[src/rtl/alr_pkg.sv]
// Shared types and constants for the angular Laplacian recurrence block.
// No dependencies; imported by every module under rtl.
`timescale 1ns / 1ps

package alr_pkg;

   localparam int DATA_WIDTH = 48;                 // Q23.24 coefficient word
   localparam int IDX_WIDTH  = 6;                  // theta and phi mode index
   localparam int SQ_WIDTH   = 2 * IDX_WIDTH;      // j*j and k*k
   localparam int MULN_WIDTH = SQ_WIDTH + 2;       // covers 4*k*k
   localparam int PROD_WIDTH = DATA_WIDTH + MULN_WIDTH + 1;

   typedef logic signed [DATA_WIDTH-1:0] data_type;
   typedef logic        [IDX_WIDTH-1:0]  idx_type;
   typedef logic        [SQ_WIDTH-1:0]   sq_type;
   typedef logic        [MULN_WIDTH-1:0] muln_type;

   localparam data_type DATA_MAX = {1'b0, {(DATA_WIDTH-1){1'b1}}};
   localparam data_type DATA_MIN = {1'b1, {(DATA_WIDTH-1){1'b0}}};

   // integer factors used by the recurrences
   localparam muln_type MUL_DOUBLE  = muln_type'(2);
   localparam muln_type THETA_SHIFT = muln_type'(2);   // the j+2 factor

   typedef struct packed {
      logic clear;   // column start: zero all history
      logic push;    // shift in the finished item
   } hist_ctrl_type;

endpackage

[src/rtl/alr_alu.sv]
// Shared saturating arithmetic unit: one integer-factor multiplier and one
// add/subtract, both clamped to the data range. Depends on alr_pkg.
`timescale 1ns / 1ps

module alr_alu (
   input  alr_pkg::data_type mul_a,
   input  alr_pkg::muln_type mul_n,
   output alr_pkg::data_type mul_y,
   output logic              mul_sat,
   input  alr_pkg::data_type add_a,
   input  alr_pkg::data_type add_b,
   input  logic              add_sub,
   output alr_pkg::data_type add_y,
   output logic              add_sat
);
   import alr_pkg::*;

   logic signed [PROD_WIDTH-1:0] prod;
   data_type                     prod_lo;
   logic signed [DATA_WIDTH:0]   sum;

   // factor is unsigned, so it gets a zero sign bit
   assign prod    = PROD_WIDTH'(mul_a) * PROD_WIDTH'($signed({1'b0, mul_n}));
   assign prod_lo = prod[DATA_WIDTH-1:0];
   assign mul_sat = (prod != PROD_WIDTH'(prod_lo));

   always_comb begin
      if (mul_sat) begin
         mul_y = prod[PROD_WIDTH-1] ? DATA_MIN : DATA_MAX;
      end else begin
         mul_y = prod_lo;
      end
   end

   assign sum = add_sub ? ((DATA_WIDTH+1)'(add_a) - (DATA_WIDTH+1)'(add_b))
                        : ((DATA_WIDTH+1)'(add_a) + (DATA_WIDTH+1)'(add_b));
   assign add_sat = (sum[DATA_WIDTH] != sum[DATA_WIDTH-1]);

   always_comb begin
      if (add_sat) begin
         add_y = sum[DATA_WIDTH] ? DATA_MIN : DATA_MAX;
      end else begin
         add_y = sum[DATA_WIDTH-1:0];
      end
   end

endmodule

[src/rtl/alr_history.sv]
// Delay lines of the coefficient, cot-derivative term and 1/sin^2 term.
// Depends on alr_pkg.
`timescale 1ns / 1ps

module alr_history (
   input  logic                   clock,
   input  logic                   reset,
   input  alr_pkg::hist_ctrl_type ctrl,
   input  alr_pkg::data_type      coeff_new,
   input  alr_pkg::data_type      cot_new,
   input  alr_pkg::data_type      sin_new,
   output alr_pkg::data_type      coeff_back2,
   output alr_pkg::data_type      cot_back2,
   output alr_pkg::data_type      sin_back2,
   output alr_pkg::data_type      sin_back4
);
   import alr_pkg::*;

   data_type coeff_ff [2];
   data_type cot_ff   [2];
   data_type sin_ff   [4];

   always_ff @(posedge clock) begin
      if (reset || ctrl.clear) begin
         coeff_ff <= '{default: '0};
         cot_ff   <= '{default: '0};
         sin_ff   <= '{default: '0};
      end else if (ctrl.push) begin
         coeff_ff[1] <= coeff_ff[0];
         coeff_ff[0] <= coeff_new;
         cot_ff[1]   <= cot_ff[0];
         cot_ff[0]   <= cot_new;
         sin_ff[3]   <= sin_ff[2];
         sin_ff[2]   <= sin_ff[1];
         sin_ff[1]   <= sin_ff[0];
         sin_ff[0]   <= sin_new;
      end
   end

   assign coeff_back2 = coeff_ff[1];
   assign cot_back2   = cot_ff[1];
   assign sin_back2   = sin_ff[1];
   assign sin_back4   = sin_ff[3];

endmodule

[src/rtl/angular_laplacian_recurrence.sv]
// Top level of the angular Laplacian recurrence: sequencer, operand muxing
// and output register. Depends on alr_pkg, alr_alu and alr_history.
`timescale 1ns / 1ps

// Each request transaction carries one Q23.24 coefficient of a column, theta
// index descending, and yields exactly one response transaction with the
// saturated Laplacian coefficient and a flag that is set when any step clamped.
// A transaction runs from acceptance through ST_MUL0 and ST_STEP1 to ST_STEP7
// to a loaded result: the five products and six sums run in sequence through
// one saturating multiplier and one adder, and req_ready is high only while the
// sequencer is idle. The result sits in an output register, so the next request
// is taken while the previous response waits; a new result waits in the last
// step until that register is free. column_start on a request clears the
// history before the item is used.

module angular_laplacian_recurrence (
   input  logic              clock,
   input  logic              reset,
   input  logic              req_valid,
   output logic              req_ready,
   input  alr_pkg::data_type req_coeff_in,
   input  alr_pkg::idx_type  req_theta_index,
   input  alr_pkg::idx_type  req_phi_index,
   input  logic              req_column_start,
   output logic              rsp_valid,
   input  logic              rsp_ready,
   output alr_pkg::data_type rsp_lapf_out,
   output logic              rsp_saturated
);
   import alr_pkg::*;

   typedef enum logic [8:0] {
      ST_IDLE  = 9'b000000001,
      ST_MUL0  = 9'b000000010,
      ST_STEP1 = 9'b000000100,
      ST_STEP2 = 9'b000001000,
      ST_STEP3 = 9'b000010000,
      ST_STEP4 = 9'b000100000,
      ST_STEP5 = 9'b001000000,
      ST_STEP6 = 9'b010000000,
      ST_STEP7 = 9'b100000000
   } state_type;

   state_type state_ff, state_in;

   data_type f_ff,   f_in;
   idx_type  j_ff,   j_in;
   sq_type   jj_ff,  jj_in;
   muln_type kk4_ff, kk4_in;
   data_type p_ff,   p_in;
   data_type c_ff,   c_in;
   data_type s_ff,   s_in;
   logic     sat_ff, sat_in;
   logic     rsp_valid_ff, rsp_valid_in;
   data_type rsp_lapf_ff,  rsp_lapf_in;
   logic     rsp_sat_ff,   rsp_sat_in;

   sq_type   kk_full;
   logic     j_zero;
   logic     out_free;

   data_type mul_a, mul_y, add_a, add_b, add_y, add_half;
   muln_type mul_n;
   logic     mul_sat, add_sat, add_sub;

   hist_ctrl_type hist_ctrl;
   data_type      f_back2, c_back2, s_back2, s_back4;

   alr_alu u_alu (
      .mul_a   (mul_a),
      .mul_n   (mul_n),
      .mul_y   (mul_y),
      .mul_sat (mul_sat),
      .add_a   (add_a),
      .add_b   (add_b),
      .add_sub (add_sub),
      .add_y   (add_y),
      .add_sat (add_sat)
   );

   alr_history u_history (
      .clock       (clock),
      .reset       (reset),
      .ctrl        (hist_ctrl),
      .coeff_new   (f_ff),
      .cot_new     (c_ff),
      .sin_new     (s_ff),
      .coeff_back2 (f_back2),
      .cot_back2   (c_back2),
      .sin_back2   (s_back2),
      .sin_back4   (s_back4)
   );

   assign req_ready = (state_ff == ST_IDLE);
   assign out_free  = !rsp_valid_ff || rsp_ready;
   assign j_zero    = (j_ff == '0);
   assign kk_full   = req_phi_index * req_phi_index;
   assign add_half  = j_zero ? {add_y[DATA_WIDTH-1], add_y[DATA_WIDTH-1:1]} : add_y;

   // operand selection for the shared unit
   always_comb begin
      mul_a   = f_ff;
      mul_n   = muln_type'(j_ff);
      add_a   = c_ff;
      add_b   = p_ff;
      add_sub = 1'b1;
      case (state_ff)
         ST_MUL0: begin
            mul_a = f_ff;
            mul_n = muln_type'(j_ff);
         end
         ST_STEP1: begin
            mul_a = f_back2;
            mul_n = muln_type'(j_ff) + THETA_SHIFT;
            add_a = c_back2;
         end
         ST_STEP2: begin
            mul_a = f_back2;
            mul_n = kk4_ff;
         end
         ST_STEP3: begin
            mul_a = s_back2;
            mul_n = MUL_DOUBLE;
         end
         ST_STEP4: begin
            mul_a   = f_ff;
            mul_n   = muln_type'(jj_ff);
            add_a   = s_ff;
            add_sub = 1'b0;
         end
         ST_STEP5: begin
            add_a = s_ff;
            add_b = s_back4;
         end
         ST_STEP7: begin
            add_a   = p_ff;
            add_b   = s_ff;
            add_sub = 1'b0;
         end
         default: begin
         end
      endcase
   end

   always_comb begin
      state_in     = state_ff;
      f_in         = f_ff;
      j_in         = j_ff;
      jj_in        = jj_ff;
      kk4_in       = kk4_ff;
      p_in         = p_ff;
      c_in         = c_ff;
      s_in         = s_ff;
      sat_in       = sat_ff;
      rsp_valid_in = rsp_valid_ff && !rsp_ready;
      rsp_lapf_in  = rsp_lapf_ff;
      rsp_sat_in   = rsp_sat_ff;
      hist_ctrl    = '0;
      case (state_ff)
         ST_IDLE: begin
            if (req_valid) begin
               f_in            = req_coeff_in;
               j_in            = req_theta_index;
               jj_in           = req_theta_index * req_theta_index;
               kk4_in          = {kk_full, 2'b00};
               sat_in          = 1'b0;
               hist_ctrl.clear = req_column_start;
               state_in        = ST_MUL0;
            end
         end
         ST_MUL0: begin
            p_in     = mul_y;
            sat_in   = sat_ff | mul_sat;
            state_in = ST_STEP1;
         end
         ST_STEP1: begin
            c_in     = add_y;
            p_in     = mul_y;
            sat_in   = sat_ff | mul_sat | add_sat;
            state_in = ST_STEP2;
         end
         ST_STEP2: begin
            c_in     = add_half;
            p_in     = mul_y;
            sat_in   = sat_ff | mul_sat | add_sat;
            state_in = ST_STEP3;
         end
         ST_STEP3: begin
            s_in     = p_ff;
            p_in     = mul_y;
            sat_in   = sat_ff | mul_sat;
            state_in = ST_STEP4;
         end
         ST_STEP4: begin
            s_in     = add_y;
            p_in     = mul_y;
            sat_in   = sat_ff | mul_sat | add_sat;
            state_in = ST_STEP5;
         end
         ST_STEP5: begin
            s_in     = add_half;
            sat_in   = sat_ff | add_sat;
            state_in = ST_STEP6;
         end
         ST_STEP6: begin
            // p now holds C - j*j*f; c stays for the history
            p_in     = add_y;
            sat_in   = sat_ff | add_sat;
            state_in = ST_STEP7;
         end
         ST_STEP7: begin
            if (out_free) begin
               rsp_valid_in   = 1'b1;
               rsp_lapf_in    = add_y;
               rsp_sat_in     = sat_ff | add_sat;
               hist_ctrl.push = 1'b1;
               state_in       = ST_IDLE;
            end
         end
         default: begin
            state_in = ST_IDLE;
         end
      endcase
   end

   always_ff @(posedge clock) begin
      if (reset) begin
         state_ff     <= ST_IDLE;
         rsp_valid_ff <= 1'b0;
      end else begin
         state_ff     <= state_in;
         rsp_valid_ff <= rsp_valid_in;
      end
   end

   always_ff @(posedge clock) begin
      f_ff        <= f_in;
      j_ff        <= j_in;
      jj_ff       <= jj_in;
      kk4_ff      <= kk4_in;
      p_ff        <= p_in;
      c_ff        <= c_in;
      s_ff        <= s_in;
      sat_ff      <= sat_in;
      rsp_lapf_ff <= rsp_lapf_in;
      rsp_sat_ff  <= rsp_sat_in;
   end

   assign rsp_valid     = rsp_valid_ff;
   assign rsp_lapf_out  = rsp_lapf_ff;
   assign rsp_saturated = rsp_sat_ff;

endmodule
[config.mk]
export PLATFORM = sky130hd
export DESIGN_NAME = angular_laplacian_recurrence
export DESIGN_NICKNAME = d
export VERILOG_FILES = /design/src/rtl/alr_pkg.sv /design/src/rtl/alr_alu.sv /design/src/rtl/alr_history.sv /design/src/rtl/angular_laplacian_recurrence.sv
export SDC_FILE = /design/constraint.sdc
export NUM_CORES = 2
export LEC_CHECK = 0
export ABC_AREA = 1
export BUFFER_PORTS_ARGS = -buffer_cell sky130_fd_sc_hd__buf_2
export CAP_MARGIN = 0
export CORE_UTILIZATION = 50
export DETAILED_ROUTE_END_ITERATION = 7
export PLACE_DENSITY = 0.68
export SYNTH_ARGS = -nofsm -noshare
export SYNTH_HDL_FRONTEND = slang
export SYNTH_SLANG_ARGS = --single-unit
[constraint.sdc]
create_clock -name clock -period 9.55 [get_ports clock]
set_clock_uncertainty 0.05 [all_clocks]
set_input_delay 0.4775 -clock clock [delete_from_list [all_inputs] [get_ports clock]]
set_output_delay 0.4775 -clock clock [all_outputs]
set_load 0.05 [all_outputs]
# == Word level (Yosys, flattened, before mapping) ==
# Cells that the tools add are included.
# classes
reduce_logical,21
n_eq_ne,13
n_mux,24
n_bitwise,3
multipliers,3
addsub,3
# op_table
operator,count
$pmux 48 s2,4
$pmux 48 s3,2
$mux 48,4
$pmux 9 s9,1
$mul 48x15->63,1
$pmux 14 s4,1
$add 48x48->49,1
$mux 49,1
$sub 48x48->49,1
$mux 47,1
$mul 6x6->12,2
$mux 9,2
$ne 15x1->1,1
$reduce_or 2->1,5
$eq 9x1->1 const B,1
$eq 9x2->1 const B,1
$eq 9x3->1 const B,1
$eq 9x4->1 const B,1
$eq 9x5->1 const B,1
$eq 9x6->1 const B,1
$eq 9x7->1 const B,1
$eq 9x8->1 const B,1
$eq 9x9->1 const B,1
$reduce_and 2->1,4
15 further kinds,27
# word_totals
elab_cells,87
out_inout_bits,51
in_bits,65
ff_bits,666

# == Depth between registers and ports, before layout ==
# depth
word_depth,9
ltp_mapped,50
depth_no_buf,46

# == By module ==
# A second synthesis with hierarchy kept.
# hier_totals
hier_cells,9368
hier_area_um2,64140.3
# modules_own_cells
mod,area_per_inst_um2,cells_per_inst,seq_area_each_um2,n_inst
alr_alu,30810.8,4717,0.0,1
alr_history,16977.5,2624,7687.4,1
angular_laplacian_recurrence,16351.9,2027,8277.9,1

# == Worst setup path after synthesis ==
# OpenSTA, ideal clock, no wires.
# synth_timing
kind,register -> register
startpoint,reg state_ff[8]
endpoint,reg p_ff[17] (data pin)
stages_incl_launch_ff,43
required_time_ns,9.247
n_path_buf,6
setup_time_ns,0.253
period_less_slack_ns,9.286
slack_ns,0.264
arrival_time_ns,8.983
path_cell_list,dfxtp_1 -> buf_2 -> inv_1 -> nand2_1 -> nor2_1 -> inv_1 -> nor2_1 -> nor2_1 -> clkinv_1 -> clkbuf_1 -> a22oi_1 -> o21ai_0 -> clkbuf_1 -> nand2_1 -> fa_1 -> fa_1 -> inv_1 -> fa_1 -> [7 not listed] -> nor2_1 -> inv_1 -> nor3_1 -> nand3_1 -> nand3_1 -> xor2_1 -> buf_4 -> nor2_1 -> nor2_1 -> nand3_1 -> nor2_1 -> nand2_1 -> nand2_1 -> buf_4 -> buf_4 -> nand2_1 -> nand2_1 -> nand2_1
# synth_between
elab_chain_len,8
elab_cells_between_ends,27
cone_classes,add/sub (2); mul (1); eq/ne (10); mux (10); reduce/logical (4)
# synth_lines
item,line,source
start: declaration,angular_laplacian_recurrence.sv:44,"state_type state_ff, state_in;"
start signal: assignment,angular_laplacian_recurrence.sv:231,state_ff <= state_in;
"parallel branches: the longest is 7 deep, another holds $mul 48x15->63",n/a,
$pmux 48 s2 *,angular_laplacian_recurrence.sv:159,case (state_ff)
named net p_in[17],angular_laplacian_recurrence.sv:50,"data_type p_ff, p_in;"
end signal: assignment,angular_laplacian_recurrence.sv:241,p_ff <= p_in;
end: declaration,angular_laplacian_recurrence.sv:50,
# Mark *: on every way through the listed nets, which the timed path passes.
# A chain may end at the register's enable or synchronous reset.

# == Worst setup path after layout ==
# layout_timing
startpoint,reg state_ff[0]
endpoint,reg s_ff[12] (data pin)
# layout_between
elab_chain_len,9
elab_cells_between_ends,17
cone_classes,add/sub (2); eq/ne (6); mux (7); reduce/logical (2)
# layout_lines
item,line,source
$eq 9x7->1 / $eq 9x6->1 (equally long branches),angular_laplacian_recurrence.sv:107,case (state_ff)
$reduce_or 2->1 (no source line),n/a,
$pmux 48 s3,angular_laplacian_recurrence.sv:107,
$sub 48x48->49 / $add 48x48->49 (equally long branches),"alr_alu.sv:35, alr_alu.sv:36",
$mux 49 *,alr_alu.sv:35,assign sum = add_sub ? ((DATA_WIDTH+1)'(add_a) - (DATA_WIDTH+1)'(add_b))
$mux 48 / $ne 1x1->1 (equally long branches),"alr_alu.sv:41, alr_alu.sv:37",
$mux 48 *,alr_alu.sv:40,if (add_sat) begin
named net add_y[12],angular_laplacian_recurrence.sv:62,"data_type mul_a, mul_y, add_a, add_b, add_y, add_half;"
$mux 47,angular_laplacian_recurrence.sv:98,"assign add_half = j_zero ? {add_y[DATA_WIDTH-1], add_y[DATA_WIDTH-1:1]} : add_y;"
$pmux 48 s3 *,angular_laplacian_recurrence.sv:159,
named net s_in[12],angular_laplacian_recurrence.sv:52,"data_type s_ff, s_in;"
end signal: assignment,angular_laplacian_recurrence.sv:243,s_ff <= s_in;
end: declaration,angular_laplacian_recurrence.sv:52,
# Mark *: on every way through the listed nets, which the timed path passes. The rest lies on a longest branch.

==> metrics.md <==
| Metric | Value |
|---|---|
| Sequential area share after synthesis | `27.8%` |
| Count of pins on the block boundary | `116` |
| Number of global-route vias before repair | `51,200` |
| Total wire length | `206,000 um` |
| Final std cells w/o fill | `9,293` |
| First-pass GRT wire length | `310,000 um` |
| Nature of the critical path startpoint | `flop` |
| Share of layout cells above drive strength 1 | `7.20%` |
| Reg2reg path depth | `42` |
| Number of register bits inferred by synthesis | `663` |
| First DRT Iteration DRCs | `6,030` |
| Post-detailed-route DRC marker count | `0` |
| Number of buffers inserted by port buffering | `115` |
| Drt first pass iters | `6` |
| Vias | `52,500` |
| Row cnt | `124` |
| Count of synthesis-stage warnings from yosys | `0` |
| Data required, critical path | `9.94 ns` |
| Detail Placement HPWL | `156,000 um` |
| Layout area overhead | `11.1%` |
| Crit-path max FO | `26` |
| Placed cell count | `9,082` |
| Starting Density | `50.3%` |
| NumNets Final | `8,614` |
| Setup repair after global routing missed its margin | `no` |
| Synthesized area | `0.0575 mm^2` |
| Horiz. Die Dim | `341 um` |
| Post-Syn Nets | `8,510` |
| Die area | `0.116 mm^2` |
| Largest incremental delay on the critical path | `0.78 ns` |
| Outcome | `complete, no violations` |
| Number of cells on the worst hold path | `1` |
| Max-cap viol count | `0` |
| CTS HTree Levels | `3` |
| Mean instance size in the synthesized netlist | `7.55 um^2` |
| Capture point of the worst reg-to-reg path | `s_ff[12]` |
| Number of nets with antenna violations after detailed routing | `0` |
| Clock transition at path regs | `0.06 ns` |
| Pins over their slew limit | `0` |
| Cell seen most often among critical-path stages | `sky130_fd_sc_hd__nand2_1` |
| Peak Freq | `0.109 GHz` |
| Sinks on the clock net | `663` |
| Relative slew margins | `18.5%` |
| Final Wtd Congestion | `1.05` |
| Launch point of the critical path | `state_ff[0]` |
| Nature of the critical path endpoint | `flop` |
| Period Utilization, post-route | `96.3%` |
| Total core area | `0.114 mm^2` |
| Endpoint of the worst hold path | `f_ff[39]` |
| Pin count of the biggest net entering global routing | `201` |
| GRT Resource Usage Total | `35.1%` |
| Longest Clk Path Bufs | `3` |
| Die Span Y | `341 um` |
| Layout fillers | `10,800` |
| Number of endpoints failing setup at the final stage | `0` |
| GRT overflow | `0` |
| Number of flops mapped to enable cells by yosys | `269` |
| Transition at the pin with the smallest max-transition slack | `1.21 ns` |
| Initial antenna violation count | `6` |
| Hold Vio Cnt, Final | `0` |
| Cts bufs inserted | `76` |
| FF-to-FF Start | `state_ff[0]` |
| Distinct cell type count after synthesis | `55` |
| Vias per cell | `5.65` |
| Buffer cell driving the clock tree root | `sky130_fd_sc_hd__clkbuf_16` |
| Routed wirelength normalized by instance count | `22.2 um` |
| Dominant register cell in the synthesized netlist | `sky130_fd_sc_hd__dfxtp_1` |
| Path type of the worst setup path | `reg2reg` |
| Tmin final | `9.19 ns` |
| CTS tree | `yes` |
| Library cell contributing the largest single delay on the critical path | `sky130_fd_sc_hd__o21ai_0` |
| Later-pin clock latency in the skew report | `0.68 ns` |
| Register-to-Register Setup Slack | `0.36 ns` |
| Critical Path AT | `9.58 ns` |
| Async set-or-reset flop fraction in the synthesized netlist | `0%` |
| Syn Inst Count | `7,609` |
| Start point of the worst min-delay path | `req_coeff_in[39]` |
| Worst hold path type | `in2reg` |
==> registers in the layout (all words and copies together), names as in the netlist <==
register and flops:
rsp_saturated 1, rsp_lapf_out 48, f_ff 48, c_ff 48, u_history.sin_back4 48, j_ff 6
u_history.sin_back2 48, u_history.cot_back2 48, s_ff 48, u_history.coeff_back2 48, state_ff 9, jj_ff 10
kk4_ff 11, u_history.sin_ff 96, p_ff 48, u_history.cot_ff 48, rsp_valid 1, sat_ff 1
u_history.coeff_ff 48
==> routing by layer <==
metal | GRT usage [%] | up-vias | part of all wire (%)
li1 | - | 23900 | -
met1 | 47.9 | 25500 | 41
met2 | 53.6 | 2514 | 44
met3 | 6.16 | 473 | 9.6
met4 | 17.7 | 6 | 5.6
met5 | 0 | - | 0.020
==> metrics by stage <==
stage / util, % / setup slack, ns / setup TNS [ns] / instance area, um^2 / hold WS [ns]
after global routing: 55.9 / 0.00805 / 0 / 63800 / 0.0412
final: 55.9 / 0.356 / 0 / 63800 / 0.0402
after detailed placement: 52.8 / -0.270 / -11.70 / 60300 / 0.402
after CTS: 55.5 / 0.0300 / 0 / 63300 / 0.00174
after global placement: 52.8 / -0.282 / -12.54 / 60300 / 0.397
after floorplan: - / 0.264 / 0 / 57500 / 0.391
==> cell usage after synthesis (10+ instances only) <==
master / count / area share (%)
sky130_fd_sc_hd__clkinv_1: 19 / 0.12
sky130_fd_sc_hd__nor3_1: 41 / 0.36
sky130_fd_sc_hd__a21oi_1: 623 / 5.4
sky130_fd_sc_hd__a22oi_1: 83 / 1.1
sky130_fd_sc_hd__nand3_1: 423 / 3.7
sky130_fd_sc_hd__nor4_1: 10 / 0.11
sky130_fd_sc_hd__xnor2_1: 28 / 0.43
sky130_fd_sc_hd__nand2_1: 2066 / 13
sky130_fd_sc_hd__o211ai_1: 25 / 0.33
sky130_fd_sc_hd__buf_1: 38 / 0.25
sky130_fd_sc_hd__inv_1: 1214 / 7.9
sky130_fd_sc_hd__or2_2: 20 / 0.22
sky130_fd_sc_hd__fa_1: 619 / 22
sky130_fd_sc_hd__nand4_1: 19 / 0.21
sky130_fd_sc_hd__ha_1: 217 / 4.7
sky130_fd_sc_hd__xor2_1: 99 / 1.5
sky130_fd_sc_hd__nor2_1: 762 / 5.0
sky130_fd_sc_hd__buf_4: 15 / 0.20
sky130_fd_sc_hd__o21bai_1: 14 / 0.18
sky130_fd_sc_hd__a21o_1: 14 / 0.18
sky130_fd_sc_hd__clkbuf_1: 249 / 1.6
sky130_fd_sc_hd__o2111ai_1: 11 / 0.17
sky130_fd_sc_hd__dfxtp_1: 394 / 14
sky130_fd_sc_hd__o21ai_1: 26 / 0.23
sky130_fd_sc_hd__nor2_2: 11 / 0.12
sky130_fd_sc_hd__edfxtp_1: 269 / 14
sky130_fd_sc_hd__o21ai_0: 166 / 1.4
sky130_fd_sc_hd__o21a_1: 12 / 0.16
sky130_fd_sc_hd__buf_2: 21 / 0.18
sky130_fd_sc_hd__a31oi_1: 29 / 0.32
==> worst max-delay path by stage <==
stage / endpoint / slack, ns
after floorplan: p_ff[17] / 0.26
after global placement: p_ff[23] / -0.28
after detailed placement: p_ff[26] / -0.27
after CTS: p_ff[14] / 0.03
after global routing: p_ff[22] / 0.008
final: s_ff[12] / 0.36
==> cell type report <==
type	instances	area, um^2	share of cell area [%]
well taps	1512	1890	2.96
multi-input cells	5376	35800	56.0
clock buffers	107	2170	3.40
flip-flops and latches	663	16000	25.0
diodes	4	10.0	0.0157
clock inverters	35	439	0.688
repair buffers	355	2890	4.53
inverters	1241	4700	7.36
==> logic make-up after synthesis <==
logic type	share of synthesized area, %
xor+xnor	1.96
buf+inv	10.5
simple gates	23.6
fa+ha+maj	26.3
flops	27.8
compound gates	9.90
==> cells in the final DEF (no fill, tap or decap), drive strengths merged, types with 83 or more instances in the layout <==
master  Yosys  layout
o21ai     192     192
clkbuf    249     116
a22oi      83      83
nor2      776     776
a21oi     624     624
inv      1222    1227
dfxtp     394     394
ha        217     217
fa        619     619
nand2    2077    2077
xor2      100     100
nand3     426     426
edfxtp    269     269
buf        81     300
==> critical path: cells and delay by family (launching register included) <==
kind,cells,cell delay [ns]
fa+ha+maj,3,0.98
simple gates,20,3.18
flops,1,0.37
buf+inv,8,1.40
compound gates,9,2.41
xor+xnor,2,0.49
==> timing repair <==
| action | in CTS | in global routing |
|---|---|---|
| resized for setup | 2 | 69 |
| endpoints found under the setup margin | 47 | 48 |
| setup buffers | 0 | 10 |
| pin swaps | 0 | 2 |
| hold buffers | 46 | 0 |
| gates cloned | 0 | 9 |
| endpoints found under the hold margin | 46 | 0 |
Power is left out: the tool's default activity adds up to more than one toggle a clock period on the data nets, which glitch-free logic cannot reach.
